## src/hw/rtl/zsbp_pkg.sv

```systemverilog
// Package: shared types and constants for the zero-suppression bitmask packer.
`default_nettype none

package zsbp_pkg;

    localparam int MASK_BITS = 64;
    localparam int POS_W     = $clog2(MASK_BITS);
    localparam int VALUE_W   = 64;
    localparam int THRESH_W  = 63;
    localparam int ADDR_W    = 4;
    localparam int DATA_W    = 64;

    localparam logic [1:0] KIND_VALUE  = 2'd0;
    localparam logic [1:0] KIND_MASK   = 2'd1;
    localparam logic [1:0] KIND_TOTALS = 2'd2;

    // register select is paddr[3]: 8-byte register slots
    localparam logic REG_SINGLE = 1'b0;
    localparam logic REG_THRESH = 1'b1;

    localparam logic              SINGLE_RESET = 1'b1;
    localparam logic [THRESH_W-1:0] THRESH_RESET = 63'd758115327;

    localparam logic [30:0] F32_INF = 31'h7F80_0000;
    localparam logic [62:0] F64_INF = 63'h7FF0_0000_0000_0000;

    typedef struct packed {
        logic                single_precision;
        logic [THRESH_W-1:0] zero_threshold;
    } cfg_t;

    typedef struct packed {
        logic has_value;
        logic has_mask;
        logic has_totals;
    } job_ctrl_t;

    typedef struct packed {
        logic [VALUE_W-1:0]   value;
        logic [MASK_BITS-1:0] mask_word;
    } job_data_t;

endpackage

`default_nettype wire

```

## src/hw/rtl/zero_suppression_bitmask_packer.sv

```systemverilog
// Top level of the zero-suppression bitmask packer.
//
// Input channel: sample_bits/final_sample with in_valid/in_stall; a transfer
// happens on a clock edge with in_valid high and in_stall low. Each sample
// adds one bit (1 = zero) to a 64-bit mask word, LSB first.
// Output channel: item_kind/payload/samples_seen/nonzero_seen/end_of_run with
// out_valid/out_stall. Per sample, in order: the value if nonzero, the mask
// word when full or on the final sample (unused bits 1), and a totals item on
// the final sample.
// Results leave through the output register. The input takes one sample per
// cycle while out_stall is low and each sample yields at most one result; a
// sample with two or three results holds the single output register for one
// transfer per result. Samples with no result never reach the output.
// A QUEUE_DEPTH-entry job queue sits between the classifier and the output
// sequencer; in_stall rises only when the queue is full, so an out_stall
// reaches the input after QUEUE_DEPTH + 1 pending jobs.
// Reset fills the mask with ones, clears the bit position, counters, queue and
// output valid, and loads single precision mode with the 1e-11 float threshold.
// Registers are written over the APB port; the user must write them only while
// no transfers are pending, as the block itself does not enforce this.
`default_nettype none

module zero_suppression_bitmask_packer #(
    parameter int COUNT_WIDTH = 40,
    parameter int QUEUE_DEPTH = 4
)
(
    input  wire logic                         clk,
    input  wire logic                         rst_n,
    input  wire logic                         psel,
    input  wire logic                         penable,
    input  wire logic                         pwrite,
    input  wire logic [zsbp_pkg::ADDR_W-1:0]  paddr,
    input  wire logic [zsbp_pkg::DATA_W-1:0]  pwdata,
    output logic      [zsbp_pkg::DATA_W-1:0]  prdata,
    output logic                              pready,
    input  wire logic                         in_valid,
    output logic                              in_stall,
    input  wire logic [zsbp_pkg::VALUE_W-1:0] sample_bits,
    input  wire logic                         final_sample,
    output logic                              out_valid,
    input  wire logic                         out_stall,
    output logic      [1:0]                   item_kind,
    output logic      [zsbp_pkg::VALUE_W-1:0] payload,
    output logic      [COUNT_WIDTH-1:0]       samples_seen,
    output logic      [COUNT_WIDTH-1:0]       nonzero_seen,
    output logic                              end_of_run
);
    import zsbp_pkg::*;

    localparam int JOB_W = $bits(job_ctrl_t) + $bits(job_data_t) + 2 * COUNT_WIDTH;

    cfg_t                   cfg;
    logic                   push;
    logic                   pop;
    logic                   queue_full;
    logic                   queue_empty;
    job_ctrl_t              push_ctrl;
    job_data_t              push_data;
    logic [COUNT_WIDTH-1:0] push_samples;
    logic [COUNT_WIDTH-1:0] push_nonzero;
    job_ctrl_t              head_ctrl;
    job_data_t              head_data;
    logic [COUNT_WIDTH-1:0] head_samples;
    logic [COUNT_WIDTH-1:0] head_nonzero;
    logic [JOB_W-1:0]       push_word;
    logic [JOB_W-1:0]       head_word;

    zsbp_regs u_regs (
        .clk     (clk),
        .rst_n   (rst_n),
        .psel    (psel),
        .penable (penable),
        .pwrite  (pwrite),
        .paddr   (paddr),
        .pwdata  (pwdata),
        .prdata  (prdata),
        .pready  (pready),
        .cfg     (cfg)
    );

    zsbp_front #(
        .COUNT_WIDTH (COUNT_WIDTH)
    ) u_front (
        .clk          (clk),
        .rst_n        (rst_n),
        .cfg          (cfg),
        .in_valid     (in_valid),
        .in_stall     (in_stall),
        .sample_bits  (sample_bits),
        .final_sample (final_sample),
        .queue_full   (queue_full),
        .push         (push),
        .job_ctrl     (push_ctrl),
        .job_data     (push_data),
        .job_samples  (push_samples),
        .job_nonzero  (push_nonzero)
    );

    assign push_word = {push_ctrl, push_data, push_samples, push_nonzero};
    assign {head_ctrl, head_data, head_samples, head_nonzero} = head_word;

    zsbp_fifo #(
        .WIDTH (JOB_W),
        .DEPTH (QUEUE_DEPTH)
    ) u_queue (
        .clk       (clk),
        .rst_n     (rst_n),
        .push      (push),
        .push_data (push_word),
        .full      (queue_full),
        .pop       (pop),
        .pop_data  (head_word),
        .empty     (queue_empty)
    );

    zsbp_back #(
        .COUNT_WIDTH (COUNT_WIDTH)
    ) u_back (
        .clk          (clk),
        .rst_n        (rst_n),
        .queue_empty  (queue_empty),
        .pop          (pop),
        .head_ctrl    (head_ctrl),
        .head_data    (head_data),
        .head_samples (head_samples),
        .head_nonzero (head_nonzero),
        .out_valid    (out_valid),
        .out_stall    (out_stall),
        .item_kind    (item_kind),
        .payload      (payload),
        .samples_seen (samples_seen),
        .nonzero_seen (nonzero_seen),
        .end_of_run   (end_of_run)
    );

endmodule

`default_nettype wire

```

## src/hw/rtl/zsbp_regs.sv

```systemverilog
// Configuration registers behind the APB-style port.
`default_nettype none

module zsbp_regs
(
    input  wire logic                        clk,
    input  wire logic                        rst_n,
    input  wire logic                        psel,
    input  wire logic                        penable,
    input  wire logic                        pwrite,
    input  wire logic [zsbp_pkg::ADDR_W-1:0] paddr,
    input  wire logic [zsbp_pkg::DATA_W-1:0] pwdata,
    output logic      [zsbp_pkg::DATA_W-1:0] prdata,
    output logic                             pready,
    output zsbp_pkg::cfg_t                   cfg
);
    import zsbp_pkg::*;

    logic                wr_en;
    logic                reg_sel;
    logic                single_reg;
    logic [THRESH_W-1:0] thresh_reg;

    assign pready  = 1'b1;
    assign reg_sel = paddr[3];
    assign wr_en   = psel && penable && pwrite && pready;

    always_ff @(posedge clk or negedge rst_n)
    begin
        if (!rst_n)
        begin
            single_reg <= SINGLE_RESET;
            thresh_reg <= THRESH_RESET;
        end
        else if (wr_en)
        begin
            unique case (reg_sel)
                REG_SINGLE: single_reg <= pwdata[0];
                REG_THRESH: thresh_reg <= pwdata[THRESH_W-1:0];
                default:    single_reg <= single_reg;
            endcase
        end
    end

    always_comb
    begin
        unique case (reg_sel)
            REG_SINGLE: prdata = {{(DATA_W-1){1'b0}}, single_reg};
            REG_THRESH: prdata = {{(DATA_W-THRESH_W){1'b0}}, thresh_reg};
            default:    prdata = '0;
        endcase
    end

    assign cfg.single_precision = single_reg;
    assign cfg.zero_threshold   = thresh_reg;

endmodule

`default_nettype wire

```

## src/hw/rtl/zsbp_front.sv

```systemverilog
// Front end: accepts samples, classifies them and builds the mask and counts.
`default_nettype none

module zsbp_front #(
    parameter int COUNT_WIDTH = 40
)
(
    input  wire logic                         clk,
    input  wire logic                         rst_n,
    input  wire zsbp_pkg::cfg_t               cfg,
    input  wire logic                         in_valid,
    output logic                              in_stall,
    input  wire logic [zsbp_pkg::VALUE_W-1:0] sample_bits,
    input  wire logic                         final_sample,
    input  wire logic                         queue_full,
    output logic                              push,
    output zsbp_pkg::job_ctrl_t               job_ctrl,
    output zsbp_pkg::job_data_t               job_data,
    output logic      [COUNT_WIDTH-1:0]       job_samples,
    output logic      [COUNT_WIDTH-1:0]       job_nonzero
);
    import zsbp_pkg::*;

    localparam logic [COUNT_WIDTH-1:0] CNT_MAX = {COUNT_WIDTH{1'b1}};

    logic [MASK_BITS-1:0]   mask_reg,    mask_next;
    logic [POS_W-1:0]       pos_reg,     pos_next;
    logic [COUNT_WIDTH-1:0] samples_reg, samples_next;
    logic [COUNT_WIDTH-1:0] nonzero_reg, nonzero_next;

    logic                   accept;
    logic [THRESH_W-1:0]    mag;
    logic                   is_nan;
    logic [VALUE_W-1:0]     value_sel;
    logic                   nonzero;
    logic [MASK_BITS-1:0]   mask_upd;
    logic                   word_done;
    logic [COUNT_WIDTH-1:0] samples_inc;
    logic [COUNT_WIDTH-1:0] nonzero_inc;

    assign in_stall = queue_full;
    assign accept   = in_valid && !queue_full;

    always_comb
    begin
        if (cfg.single_precision)
        begin
            mag       = {32'd0, sample_bits[30:0]};
            is_nan    = sample_bits[30:0] > F32_INF;
            value_sel = {32'd0, sample_bits[31:0]};
        end
        else
        begin
            mag       = sample_bits[62:0];
            is_nan    = sample_bits[62:0] > F64_INF;
            value_sel = sample_bits;
        end
    end

    assign nonzero   = !is_nan && (mag > cfg.zero_threshold);
    assign mask_upd  = nonzero ? (mask_reg & ~(MASK_BITS'(1) << pos_reg)) : mask_reg;
    assign word_done = (pos_reg == POS_W'(MASK_BITS - 1)) || final_sample;

    assign samples_inc = (samples_reg == CNT_MAX) ? samples_reg : samples_reg + 1'b1;
    assign nonzero_inc = (nonzero && nonzero_reg != CNT_MAX) ? nonzero_reg + 1'b1
                                                              : nonzero_reg;

    assign job_data            = {value_sel, mask_upd};
    assign job_ctrl.has_value  = nonzero;
    assign job_ctrl.has_mask   = word_done;
    assign job_ctrl.has_totals = final_sample;
    assign job_samples         = samples_inc;
    assign job_nonzero         = nonzero_inc;
    assign push                = accept && (nonzero || word_done);

    always_comb
    begin
        mask_next    = mask_reg;
        pos_next     = pos_reg;
        samples_next = samples_reg;
        nonzero_next = nonzero_reg;
        if (accept)
        begin
            if (word_done)
            begin
                mask_next = '1;
                pos_next  = '0;
            end
            else
            begin
                mask_next = mask_upd;
                pos_next  = pos_reg + 1'b1;
            end
            if (final_sample)
            begin
                samples_next = '0;
                nonzero_next = '0;
            end
            else
            begin
                samples_next = samples_inc;
                nonzero_next = nonzero_inc;
            end
        end
    end

    always_ff @(posedge clk or negedge rst_n)
    begin
        if (!rst_n)
        begin
            mask_reg    <= '1;
            pos_reg     <= '0;
            samples_reg <= '0;
            nonzero_reg <= '0;
        end
        else
        begin
            mask_reg    <= mask_next;
            pos_reg     <= pos_next;
            samples_reg <= samples_next;
            nonzero_reg <= nonzero_next;
        end
    end

endmodule

`default_nettype wire

```

## src/hw/rtl/zsbp_fifo.sv

```systemverilog
// Small register FIFO between the front and back ends.
`default_nettype none

module zsbp_fifo #(
    parameter int WIDTH = 8,
    parameter int DEPTH = 4
)
(
    input  wire logic             clk,
    input  wire logic             rst_n,
    input  wire logic             push,
    input  wire logic [WIDTH-1:0] push_data,
    output logic                  full,
    input  wire logic             pop,
    output logic      [WIDTH-1:0] pop_data,
    output logic                  empty
);
    localparam int PTR_W = (DEPTH > 1) ? $clog2(DEPTH) : 1;
    localparam int CNT_W = $clog2(DEPTH + 1);

    logic [WIDTH-1:0] storage_reg [DEPTH];
    logic [PTR_W-1:0] wr_ptr_reg, wr_ptr_next;
    logic [PTR_W-1:0] rd_ptr_reg, rd_ptr_next;
    logic [CNT_W-1:0] count_reg,  count_next;
    logic             do_push;
    logic             do_pop;

    assign full     = (count_reg == CNT_W'(DEPTH));
    assign empty    = (count_reg == '0);
    assign do_push  = push && !full;
    assign do_pop   = pop && !empty;
    assign pop_data = storage_reg[rd_ptr_reg];

    always_comb
    begin
        wr_ptr_next = wr_ptr_reg;
        rd_ptr_next = rd_ptr_reg;
        count_next  = count_reg;
        if (do_push)
            wr_ptr_next = (wr_ptr_reg == PTR_W'(DEPTH - 1)) ? '0 : wr_ptr_reg + 1'b1;
        if (do_pop)
            rd_ptr_next = (rd_ptr_reg == PTR_W'(DEPTH - 1)) ? '0 : rd_ptr_reg + 1'b1;
        if (do_push && !do_pop)
            count_next = count_reg + 1'b1;
        else if (do_pop && !do_push)
            count_next = count_reg - 1'b1;
    end

    always_ff @(posedge clk or negedge rst_n)
    begin
        if (!rst_n)
        begin
            wr_ptr_reg <= '0;
            rd_ptr_reg <= '0;
            count_reg  <= '0;
        end
        else
        begin
            wr_ptr_reg <= wr_ptr_next;
            rd_ptr_reg <= rd_ptr_next;
            count_reg  <= count_next;
        end
    end

    always_ff @(posedge clk)
    begin
        if (do_push)
            storage_reg[wr_ptr_reg] <= push_data;
    end

endmodule

`default_nettype wire

```

## src/hw/rtl/zsbp_back.sv

```systemverilog
// Back end: expands each queued job into value, mask and totals transfers.
`default_nettype none

module zsbp_back #(
    parameter int COUNT_WIDTH = 40
)
(
    input  wire logic                           clk,
    input  wire logic                           rst_n,
    input  wire logic                           queue_empty,
    output logic                                pop,
    input  wire zsbp_pkg::job_ctrl_t            head_ctrl,
    input  wire zsbp_pkg::job_data_t            head_data,
    input  wire logic [COUNT_WIDTH-1:0]         head_samples,
    input  wire logic [COUNT_WIDTH-1:0]         head_nonzero,
    output logic                                out_valid,
    input  wire logic                           out_stall,
    output logic      [1:0]                     item_kind,
    output logic      [zsbp_pkg::VALUE_W-1:0]   payload,
    output logic      [COUNT_WIDTH-1:0]         samples_seen,
    output logic      [COUNT_WIDTH-1:0]         nonzero_seen,
    output logic                                end_of_run
);
    import zsbp_pkg::*;

    job_ctrl_t              pend_reg, pend_next, pend_left;
    job_data_t              data_reg;
    logic [COUNT_WIDTH-1:0] jsamp_reg;
    logic [COUNT_WIDTH-1:0] jnz_reg;

    logic                   ovalid_reg, ovalid_next;
    logic [1:0]             kind_reg,   kind_next;
    logic [VALUE_W-1:0]     payload_reg, payload_next;
    logic [COUNT_WIDTH-1:0] osamp_reg;
    logic [COUNT_WIDTH-1:0] onz_reg;
    logic                   can_load;
    logic                   emit;

    assign can_load = !ovalid_reg || !out_stall;
    assign emit     = can_load && (pend_reg != '0);

    always_comb
    begin
        pend_left    = pend_reg;
        kind_next    = kind_reg;
        payload_next = payload_reg;
        if (emit)
        begin
            priority if (pend_reg.has_value)
            begin
                kind_next           = KIND_VALUE;
                payload_next        = data_reg.value;
                pend_left.has_value = 1'b0;
            end
            else if (pend_reg.has_mask)
            begin
                kind_next          = KIND_MASK;
                payload_next       = data_reg.mask_word;
                pend_left.has_mask = 1'b0;
            end
            else
            begin
                kind_next            = KIND_TOTALS;
                payload_next         = '0;
                pend_left.has_totals = 1'b0;
            end
        end
    end

    assign pop         = (pend_left == '0) && !queue_empty;
    assign pend_next   = pop ? head_ctrl : pend_left;
    assign ovalid_next = can_load ? emit : ovalid_reg;

    always_ff @(posedge clk or negedge rst_n)
    begin
        if (!rst_n)
        begin
            pend_reg   <= '0;
            ovalid_reg <= 1'b0;
        end
        else
        begin
            pend_reg   <= pend_next;
            ovalid_reg <= ovalid_next;
        end
    end

    always_ff @(posedge clk)
    begin
        if (pop)
        begin
            data_reg  <= head_data;
            jsamp_reg <= head_samples;
            jnz_reg   <= head_nonzero;
        end
        if (emit)
        begin
            kind_reg    <= kind_next;
            payload_reg <= payload_next;
            osamp_reg   <= jsamp_reg;
            onz_reg     <= jnz_reg;
        end
    end

    assign out_valid    = ovalid_reg;
    assign item_kind    = kind_reg;
    assign payload      = payload_reg;
    assign samples_seen = osamp_reg;
    assign nonzero_seen = onz_reg;
    assign end_of_run   = (kind_reg == KIND_TOTALS);

endmodule

`default_nettype wire

```

## config.mk

```make
export PLATFORM = sky130hd
export DESIGN_NAME = zero_suppression_bitmask_packer
export DESIGN_NICKNAME = d
export VERILOG_FILES = /design/src/hw/rtl/zsbp_pkg.sv /design/src/hw/rtl/zero_suppression_bitmask_packer.sv /design/src/hw/rtl/zsbp_regs.sv /design/src/hw/rtl/zsbp_front.sv /design/src/hw/rtl/zsbp_fifo.sv /design/src/hw/rtl/zsbp_back.sv
export SDC_FILE = /design/constraint.sdc
export NUM_CORES = 1
export LEC_CHECK = 0
export BUFFER_PORTS_ARGS = -buffer_cell sky130_fd_sc_hd__buf_2
export CORE_ASPECT_RATIO = 1.5
export CORE_UTILIZATION = 50
export CTS_BUF_LIST = sky130_fd_sc_hd__clkbuf_8
export DETAILED_ROUTE_END_ITERATION = 12
export GPL_ROUTABILITY_DRIVEN = 0
export PLACE_DENSITY = 0.68
export SLEW_MARGIN = 15
export SYNTH_ARGS = -nofsm -noshare
export SYNTH_HDL_FRONTEND = slang
export SYNTH_SLANG_ARGS = --single-unit
```

## constraint.sdc

```tcl
create_clock -name clk -period 27.7 [get_ports clk]
set_input_delay 6.925 -clock clk [delete_from_list [all_inputs] [get_ports clk]]
set_output_delay 6.925 -clock clk [all_outputs]
set_load 0.005 [all_outputs]
```

==> results of run 1 <==
## Yosys cell counts (28+ instances only)
library cell  number
buf_1             34
nand2_1          149
mux2_2            66
nor3_1            63
xor2_1            28
and2_1            75
ha_1              77
and3_1            36
nand3_1           61
nor2b_1           48
dfstp_2           88
xnor2_1           53
o31a_1            60
edfxtp_1        1198
inv_1             98
nand4_1           44
dfrtp_1          137
mux4_2           211
a22o_1            65
nor2_1           119
o21ai_0           42
clkbuf_1         119
a21oi_1           72
## layout make-up
type / count / area (µm²)
Fill cell: 8571 / 47900
Clock buffer: 222 / 3060
Sequential cell: 1423 / 41700
Inverter: 101 / 387
Antenna cell: 2 / 5.00
Clock inverter: 161 / 1010
Tap cell: 1444 / 1810
Multi-Input combinational cell: 1520 / 13800
Timing Repair Buffer: 390 / 2120
## per-stage QoR
step	setup slack, ps	hold WS (ps)	power, mW
floorplan	8750	400	4.33
finish	12500	395	6.34
CTS	12440	380	6.44
global route	12390	388	6.65
detailed placement	12440	405	4.80
global placement	12500	401	4.76
## worst reg2reg max path, cell delays in order, from the launching register on
cell     delay, ps
dfstp_2        540
buf_4          380
nor2b_1        330
ha_1           350
nand4_1        140
nor4_1          70
buf_4          170
and3_1         320
nand4_1        150
nand2_1        540
a21o_2         450
inv_2           90
a21oi_4        120
nor2b_4        140
buf_4          600
buf_4          920
## path summary, 6_finish.rpt
path / from / end / slack (ps) / cells past startpoint
max: paddr[3] / prdata[0] / 12500 / 3
min: u_back.jnz_reg[20]$_DFFE_PP_ / u_back.nonzero_seen[20]$_DFFE_PP_ / 400 / 0
max reg2reg: u_regs.single_reg$_DFFE_PN1P_ / u_queue.storage_reg[2][53]$_DFFE_PP_ / 21960 / 15
min reg2reg: u_back.jnz_reg[20]$_DFFE_PP_ / u_back.nonzero_seen[20]$_DFFE_PP_ / 400 / 0
max in group asynchronous: rst_n / u_front.pos_reg[5]$_DFFE_PN0P_ / 19740 / 3
min in group asynchronous: rst_n / u_front.nonzero_reg[23]$_DFFE_PN0P_ / 5990 / 1
## power by group through the flow
stage / Combinational, mW / Clock, mW / Sequential [mW]
after CTS: 1.46 / 1.67 / 3.30
after global placement: 1.44 / 0 / 3.32
final: 1.43 / 1.62 / 3.29
after global routing: 1.56 / 1.76 / 3.34
after detailed placement: 1.46 / 0 / 3.34
after floorplan: 0.959 / 0 / 3.37
## metal layers
layer,share of wire [%],wire (µm),up-vias
li1,-,-,13500
met1,40,49300,15500
met2,53,64300,824
met3,4.7,5760,165
met4,1.9,2330,0
met5,0,0,-
## cell families after synthesis
kind of cell    Yosys count  share of synthesized area (%)
flops                  1423                           73.7
compound gates          376                           4.91
mux                     306                           10.2
buf+inv                 279                           1.92
fa+ha+maj                79                           1.76
simple gates            676                           6.18
xor+xnor                 81                           1.25
other cells               2                         0.0133
==> qor.yml, run 1 <==
crit_arrival_ps: 8280
synth-edff-count: 1198
ys_seq_area_share_pct: 73.7
clkSinkCount: 1423
fin_util_pct: 57.2
ys_ff_latch: 1423
syn-num-nets: 3440
ys_top_cells_by_area: "edfxtp_1 (64%), mux4_2 (8.4%), dfrtp_1 (6.1%), dfstp_2 (4.1%), ha_1 (1.7%)"
io_buffer_count: 347
internal_power_mw: 4.43
cts.path.max_buffers: 3
ctsRootBufferMaster: "clkbuf_8"
crit_path_start_kind: "input port"
path_clk_slew_ps: 60
cts_buffers: 204
tightest_slew_ps: 1180
fin_cells: 5263
netlist_area_mm2: 0.0566
fin_tns_setup_ps: 0
slew_viol_final: 0
drtPass1Iterations: 5
core_mm2: 0.112
drc_errors: 0
path_class: "input port to output pin"
wire_per_inst_um: 23.1
crit_path_end_kind: "output pin"
cp_slowest_cell: "buf_2"
grt_pass1_vias: 30700
drt-total-wl_mm: 122
critPathTopFamily: "buffers and inverters"
start_util_pct: 50.6
finalHoldViolCount: 0
status: "complete, no violations"
grt-busiest-layer: "met2"
min_period_over_period_pct: 54.9
placed_cells_incl_taps: 4878
via_count: 30100
async_flop_share_pct: 15.8
fin_crit_ps: 15200
use_met1_pct: 26.8
clock_skew_ps: 69.5
drv_cap: 0
ys_types: 74
fin_area_mm2: 0.0640
final_common_cell: "edfxtp_1"
cp_max_fo: 65
place_area_mm2: 0.0599
antenna_found_initial: 3
area_growth_pct: 13.0
layout_common_cells: "edfxtp_1 (1198), buf_2 (345), clkbuf_8 (222), mux4_2 (211), inv_1 (175)"
p_sw_share_pct: 30.2
drive_gt1_share_pct: 27.7
use_met2_pct: 37.9
max_stage_delay_ps: 790
hp-class: "register to register"
vias_per_cell: 5.71
postSynthCellCount: 3222
grt_max_degree: 144
post-cts-setup-buffers: 0
grtUsageMet3_pct: 3.73
die_w_um: 277
cts_tree: "done"
htreeDepth: 4
grt_use_total_pct: 21.3
grt_overflow: 0
antenna_left: 0
grt_setup_unrepaired: "no"
grt_pass1_wl_mm: 184
nNetsFinal: 3858
critPathMostFrequentCell: "buf_2"
synth_top_area_cell: "edfxtp_1"
powerDensity_mw_per_mm2: 99.2
die_height_um: 414
ioPinCount: 354
hold_buffers: 0
critical_path_required_ps: 20770
p_switching_mw: 1.92
syn_avg_cell_area_um2: 17.6
hpwl_mm: 72.1
clkPwrFrac_pct: 25.6
rows: 150
combPwrFrac_pct: 22.5
die-area_mm2: 0.115
cts_resized: 0
leakagePower_nw: 21.9
drt_iter0_markers: 2054
crit_buf_inv: 2
fmax_mhz: 65.8
ir_worst_vdd_uv: 87.1
slew_headroom_pct: 21.0
setup_viol: 0
synth_flop_cell: "edfxtp_1"
pwr-share-seq_pct: 51.9
synth_top_area_share_pct: 63.6
synth_warnings: 0
largest_reg_flops: 844
crit_path_cell_trace: "buf_2 > mux2_2 > buf_2"
insertion_delay_ps: 920
Note: power is estimated with default switching activity, not from simulation.
==> run 2, diff against run 1 <==
- ABC_AREA: default -> 1
- PLACE_DENSITY: 0.68 -> 0.7
- clock period: 27.7 -> 13.6 ns (I/O delays scaled with it)
==> run 2 against run 1 <==
Compared with the run above: area after synthesis rose by 2.6%; wire length grew 13%; first-iteration DRC count grew 35%; critical endpoint unchanged; highest routed layer is now met5.
==> qor.yml, run 2 <==
top_layer: "met5"
cp_max_fo: 65  # unchanged
synth_top_family_by_area: "simple AND/OR/NAND/NOR gates"
crit_arrival_ps: 4480  # -3800 ps
crit_path_cell_trace: "buf_2 > buf_4 > inv_1 > nand2_1 > nand2_1 > buf_2"
die_w_um: 280  # +1.3%
status: "complete, no violations"
synthMuxAreaShare_pct: 0  # -10 points
wire_per_inst_um: 19.9  # -14%
synth.most_common_cell: "edfxtp_1"
max_stage_delay_ps: 560  # -230 ps
drt-met1-wl_mm: 53.5  # +8.5%
slew_headroom_pct: 3.83  # -17 points
drc_errors: 0  # unchanged
ys_types: 46  # -38%
htreeDepth: 4  # unchanged
crit_path_start_kind: "input port"
nNetsFinal: 5402  # +40%
synthSimpleGateAreaFrac_pct: 11.8  # +5.7 points
clkSinkCount: 1423  # unchanged
antenna_found_initial: 6  # +3
area_growth_pct: 12.4
crit_path_end_kind: "output pin"
rrSetupSlack_ps: 7430  # -14530 ps
ioPinCount: 354  # unchanged
die-area_mm2: 0.117  # +2.6%
hold_buffers: 0  # unchanged
synth_flop_cell: "edfxtp_1"
leakagePower_nw: 24.2  # +10%
drv_cap: 0  # unchanged
antenna_left: 0  # unchanged
place_worst_setup_slack_ps: 4920  # -7520 ps
post-cts-setup-buffers: 0  # unchanged
start_util_pct: 50.6  # about the same
cts_tree: "done"
cts_resized: 0  # unchanged
powerDensity_mw_per_mm2: 198  # +100%
via_count: 37600  # +25%
fmax_mhz: 127
fin_tns_setup_ps: 0  # unchanged
synth-xor-area-share_pct: 1.12  # -0.14 points
layout_common_cells: "edfxtp_1 (1198), nor2_1 (697), nand2_1 (621), inv_1 (487), o21ai_0 (486)"
endpoint: "prdata[0]"
cts.path.max_buffers: 3  # unchanged
tightest_slew_ps: 1440  # +258 ps
async_flop_share_pct: 15.8  # unchanged
vias_per_cell: 5.45  # -4.5%
yosys-top-cells-count: "edfxtp_1 (1198), nor2_1 (699), nand2_1 (622)"
clock_skew_ps: 65.0  # -4.49 ps
place_area_mm2: 0.0612  # +2.2%
synth_top_area_share_pct: 62.0  # -1.6 points
synth_warnings: 0  # unchanged
synth-edff-count: 1198  # unchanged
ctsRootBufferMaster: "clkbuf_8"
die_height_um: 419  # +1.3%
layout_setup_ws_ps: 5720  # -6780 ps
hold_ws_ps: 415  # +19.8 ps
postSynthCellCount: 4842  # +50%
insertion_delay_ps: 930  # about the same
r2r_cells: 13  # -2
ys_seq_area_share_pct: 71.9  # -1.9 points
setup_viol: 0  # unchanged
netlist_area_mm2: 0.0580  # +2.6%
grt_max_degree: 221  # +53%
path_clk_slew_ps: 60  # about the same
synth_top_area_cell: "edfxtp_1"
finalHoldViolCount: 0  # unchanged
synth_compound_area_share_pct: 8.86  # +3.9 points
syn-num-nets: 5060  # +47%
fin_crit_ps: 7880
ys_top_cells_by_area: "edfxtp_1 (62%), dfrtp_1 (5.9%), nor2_1 (4.5%), o21ai_0 (4.2%), nand2_1 (4.0%)"
cts_buffers: 200  # -2.0%
critical_path_required_ps: 10200  # -10570 ps
min_period_over_period_pct: 57.9
io_buffer_count: 347  # unchanged
rows: 152  # +1.3%
drt_iter0_markers: 2783  # +35%
wl_met3_mm: 7.47  # +30%
r2r-end: "u_queue.storage_reg[3][21]$_DFFE_PP_"
core_mm2: 0.115  # +2.5%
ys_ff_latch: 1423  # unchanged
grt_overflow: 0  # unchanged
fin_area_mm2: 0.0652  # +2.0%
grt_pass1_wl_mm: 209  # +14%
cp_slowest_cell: "buf_4"
syn_avg_cell_area_um2: 12.0  # -32%
drive_gt1_share_pct: 14.7  # -13 points
final_common_cell: "edfxtp_1"
synth_fa_ha_area_share_pct: 1.69  # -0.061 points
slew_viol_final: 0  # unchanged
grt_setup_unrepaired: "no"
ir_worst_vdd_uv: 170  # +95%
largest_reg_flops: 844  # unchanged
drt-total-wl_mm: 137  # +13%
drtPass1Iterations: 5  # unchanged
worstReg2RegStart: "u_regs.single_reg$_DFFE_PN1P_"
path_class: "input port to output pin"
hpwl_mm: 81.4  # +13%
wl_met2_mm: 70.7  # +9.9%
hp-class: "register to register"
grt_use_total_pct: 23.4  # +2.0 points
fillers: 9381  # +9.5%
grt_pass1_vias: 37500  # +22%
worstSetupStartpoint: "paddr[3]"
run 2: worst min-delay path by stage:
stage | start | endpoint | slack (ps) | cells past startpoint
after global placement | u_back.jsamp_reg[21]$_DFFE_PP_ | u_back.samples_seen[21]$_DFFE_PP_ | 400 | 0
after CTS | u_back.jsamp_reg[21]$_DFFE_PP_ | u_back.samples_seen[21]$_DFFE_PP_ | 410 | 0
after detailed placement | u_back.jnz_reg[1]$_DFFE_PP_ | u_back.nonzero_seen[1]$_DFFE_PP_ | 400 | 0
after global routing | u_back.jsamp_reg[36]$_DFFE_PP_ | u_back.samples_seen[36]$_DFFE_PP_ | 420 | 0
after floorplan | u_back.jnz_reg[0]$_DFFE_PP_ | u_back.nonzero_seen[0]$_DFFE_PP_ | 400 | 0
final | u_back.jsamp_reg[21]$_DFFE_PP_ | u_back.samples_seen[21]$_DFFE_PP_ | 410 | 0
run 2: cell families (layout without fill, tap and decap cells):
kind of cell,Yosys count,in the layout
AND/OR/NAND/NOR,1664,1664
adder cells (fa/ha/maj),78,78
flip-flops,1423,1423
other,2,7
XOR/XNOR,74,74
AO/OA/AOI/OAI,911,911
buffers and inverters,690,1197
run 2: power breakdown:
group          internal (mW)  leakage, nW  switching, mW  total [mW]
combinational          0.867         8.84           2.25        3.12
clock                   1.71         2.24           1.61        3.33
sequential              6.12         13.1          0.384        6.50
run 2: final cells by class:
class / count / area (µm²) / share of cell area (%)
sequential: 1423 / 41700 / 64.0
multi-input combinational: 2729 / 13700 / 21.1
clock buffer: 213 / 2930 / 4.49
timing repair buffer: 387 / 2120 / 3.25
tap: 1540 / 1930 / 2.95
inverter: 443 / 1690 / 2.58
clock inverter: 154 / 1090 / 1.66
antenna: 5 / 12.5 / 0.0192
run 2: per-stage QoR:
stage	power (mW)	utilization [%]	cells
2_1_floorplan	8.62	-	4842
3_3_place_gp	9.64	53.4	6522
3_5_place_dp	9.74	53.4	6522
4_1_cts	13.1	56.9	6889
5_1_grt	13.6	56.9	6894
6_report	12.9	56.9	6894
run 2: layer usage:
metal / vias up / global-route usage, %
met4: 2 / 10.9
met5: - / 0
met3: 295 / 3.97
met1: 18500 / 27.6
met2: 1226 / 41.3
li1: 17600 / -
run 2: critical path: cells and delay by family:
family | cells | cell delay [ps]
simple gates | 2 | 150
buf+inv | 4 | 920
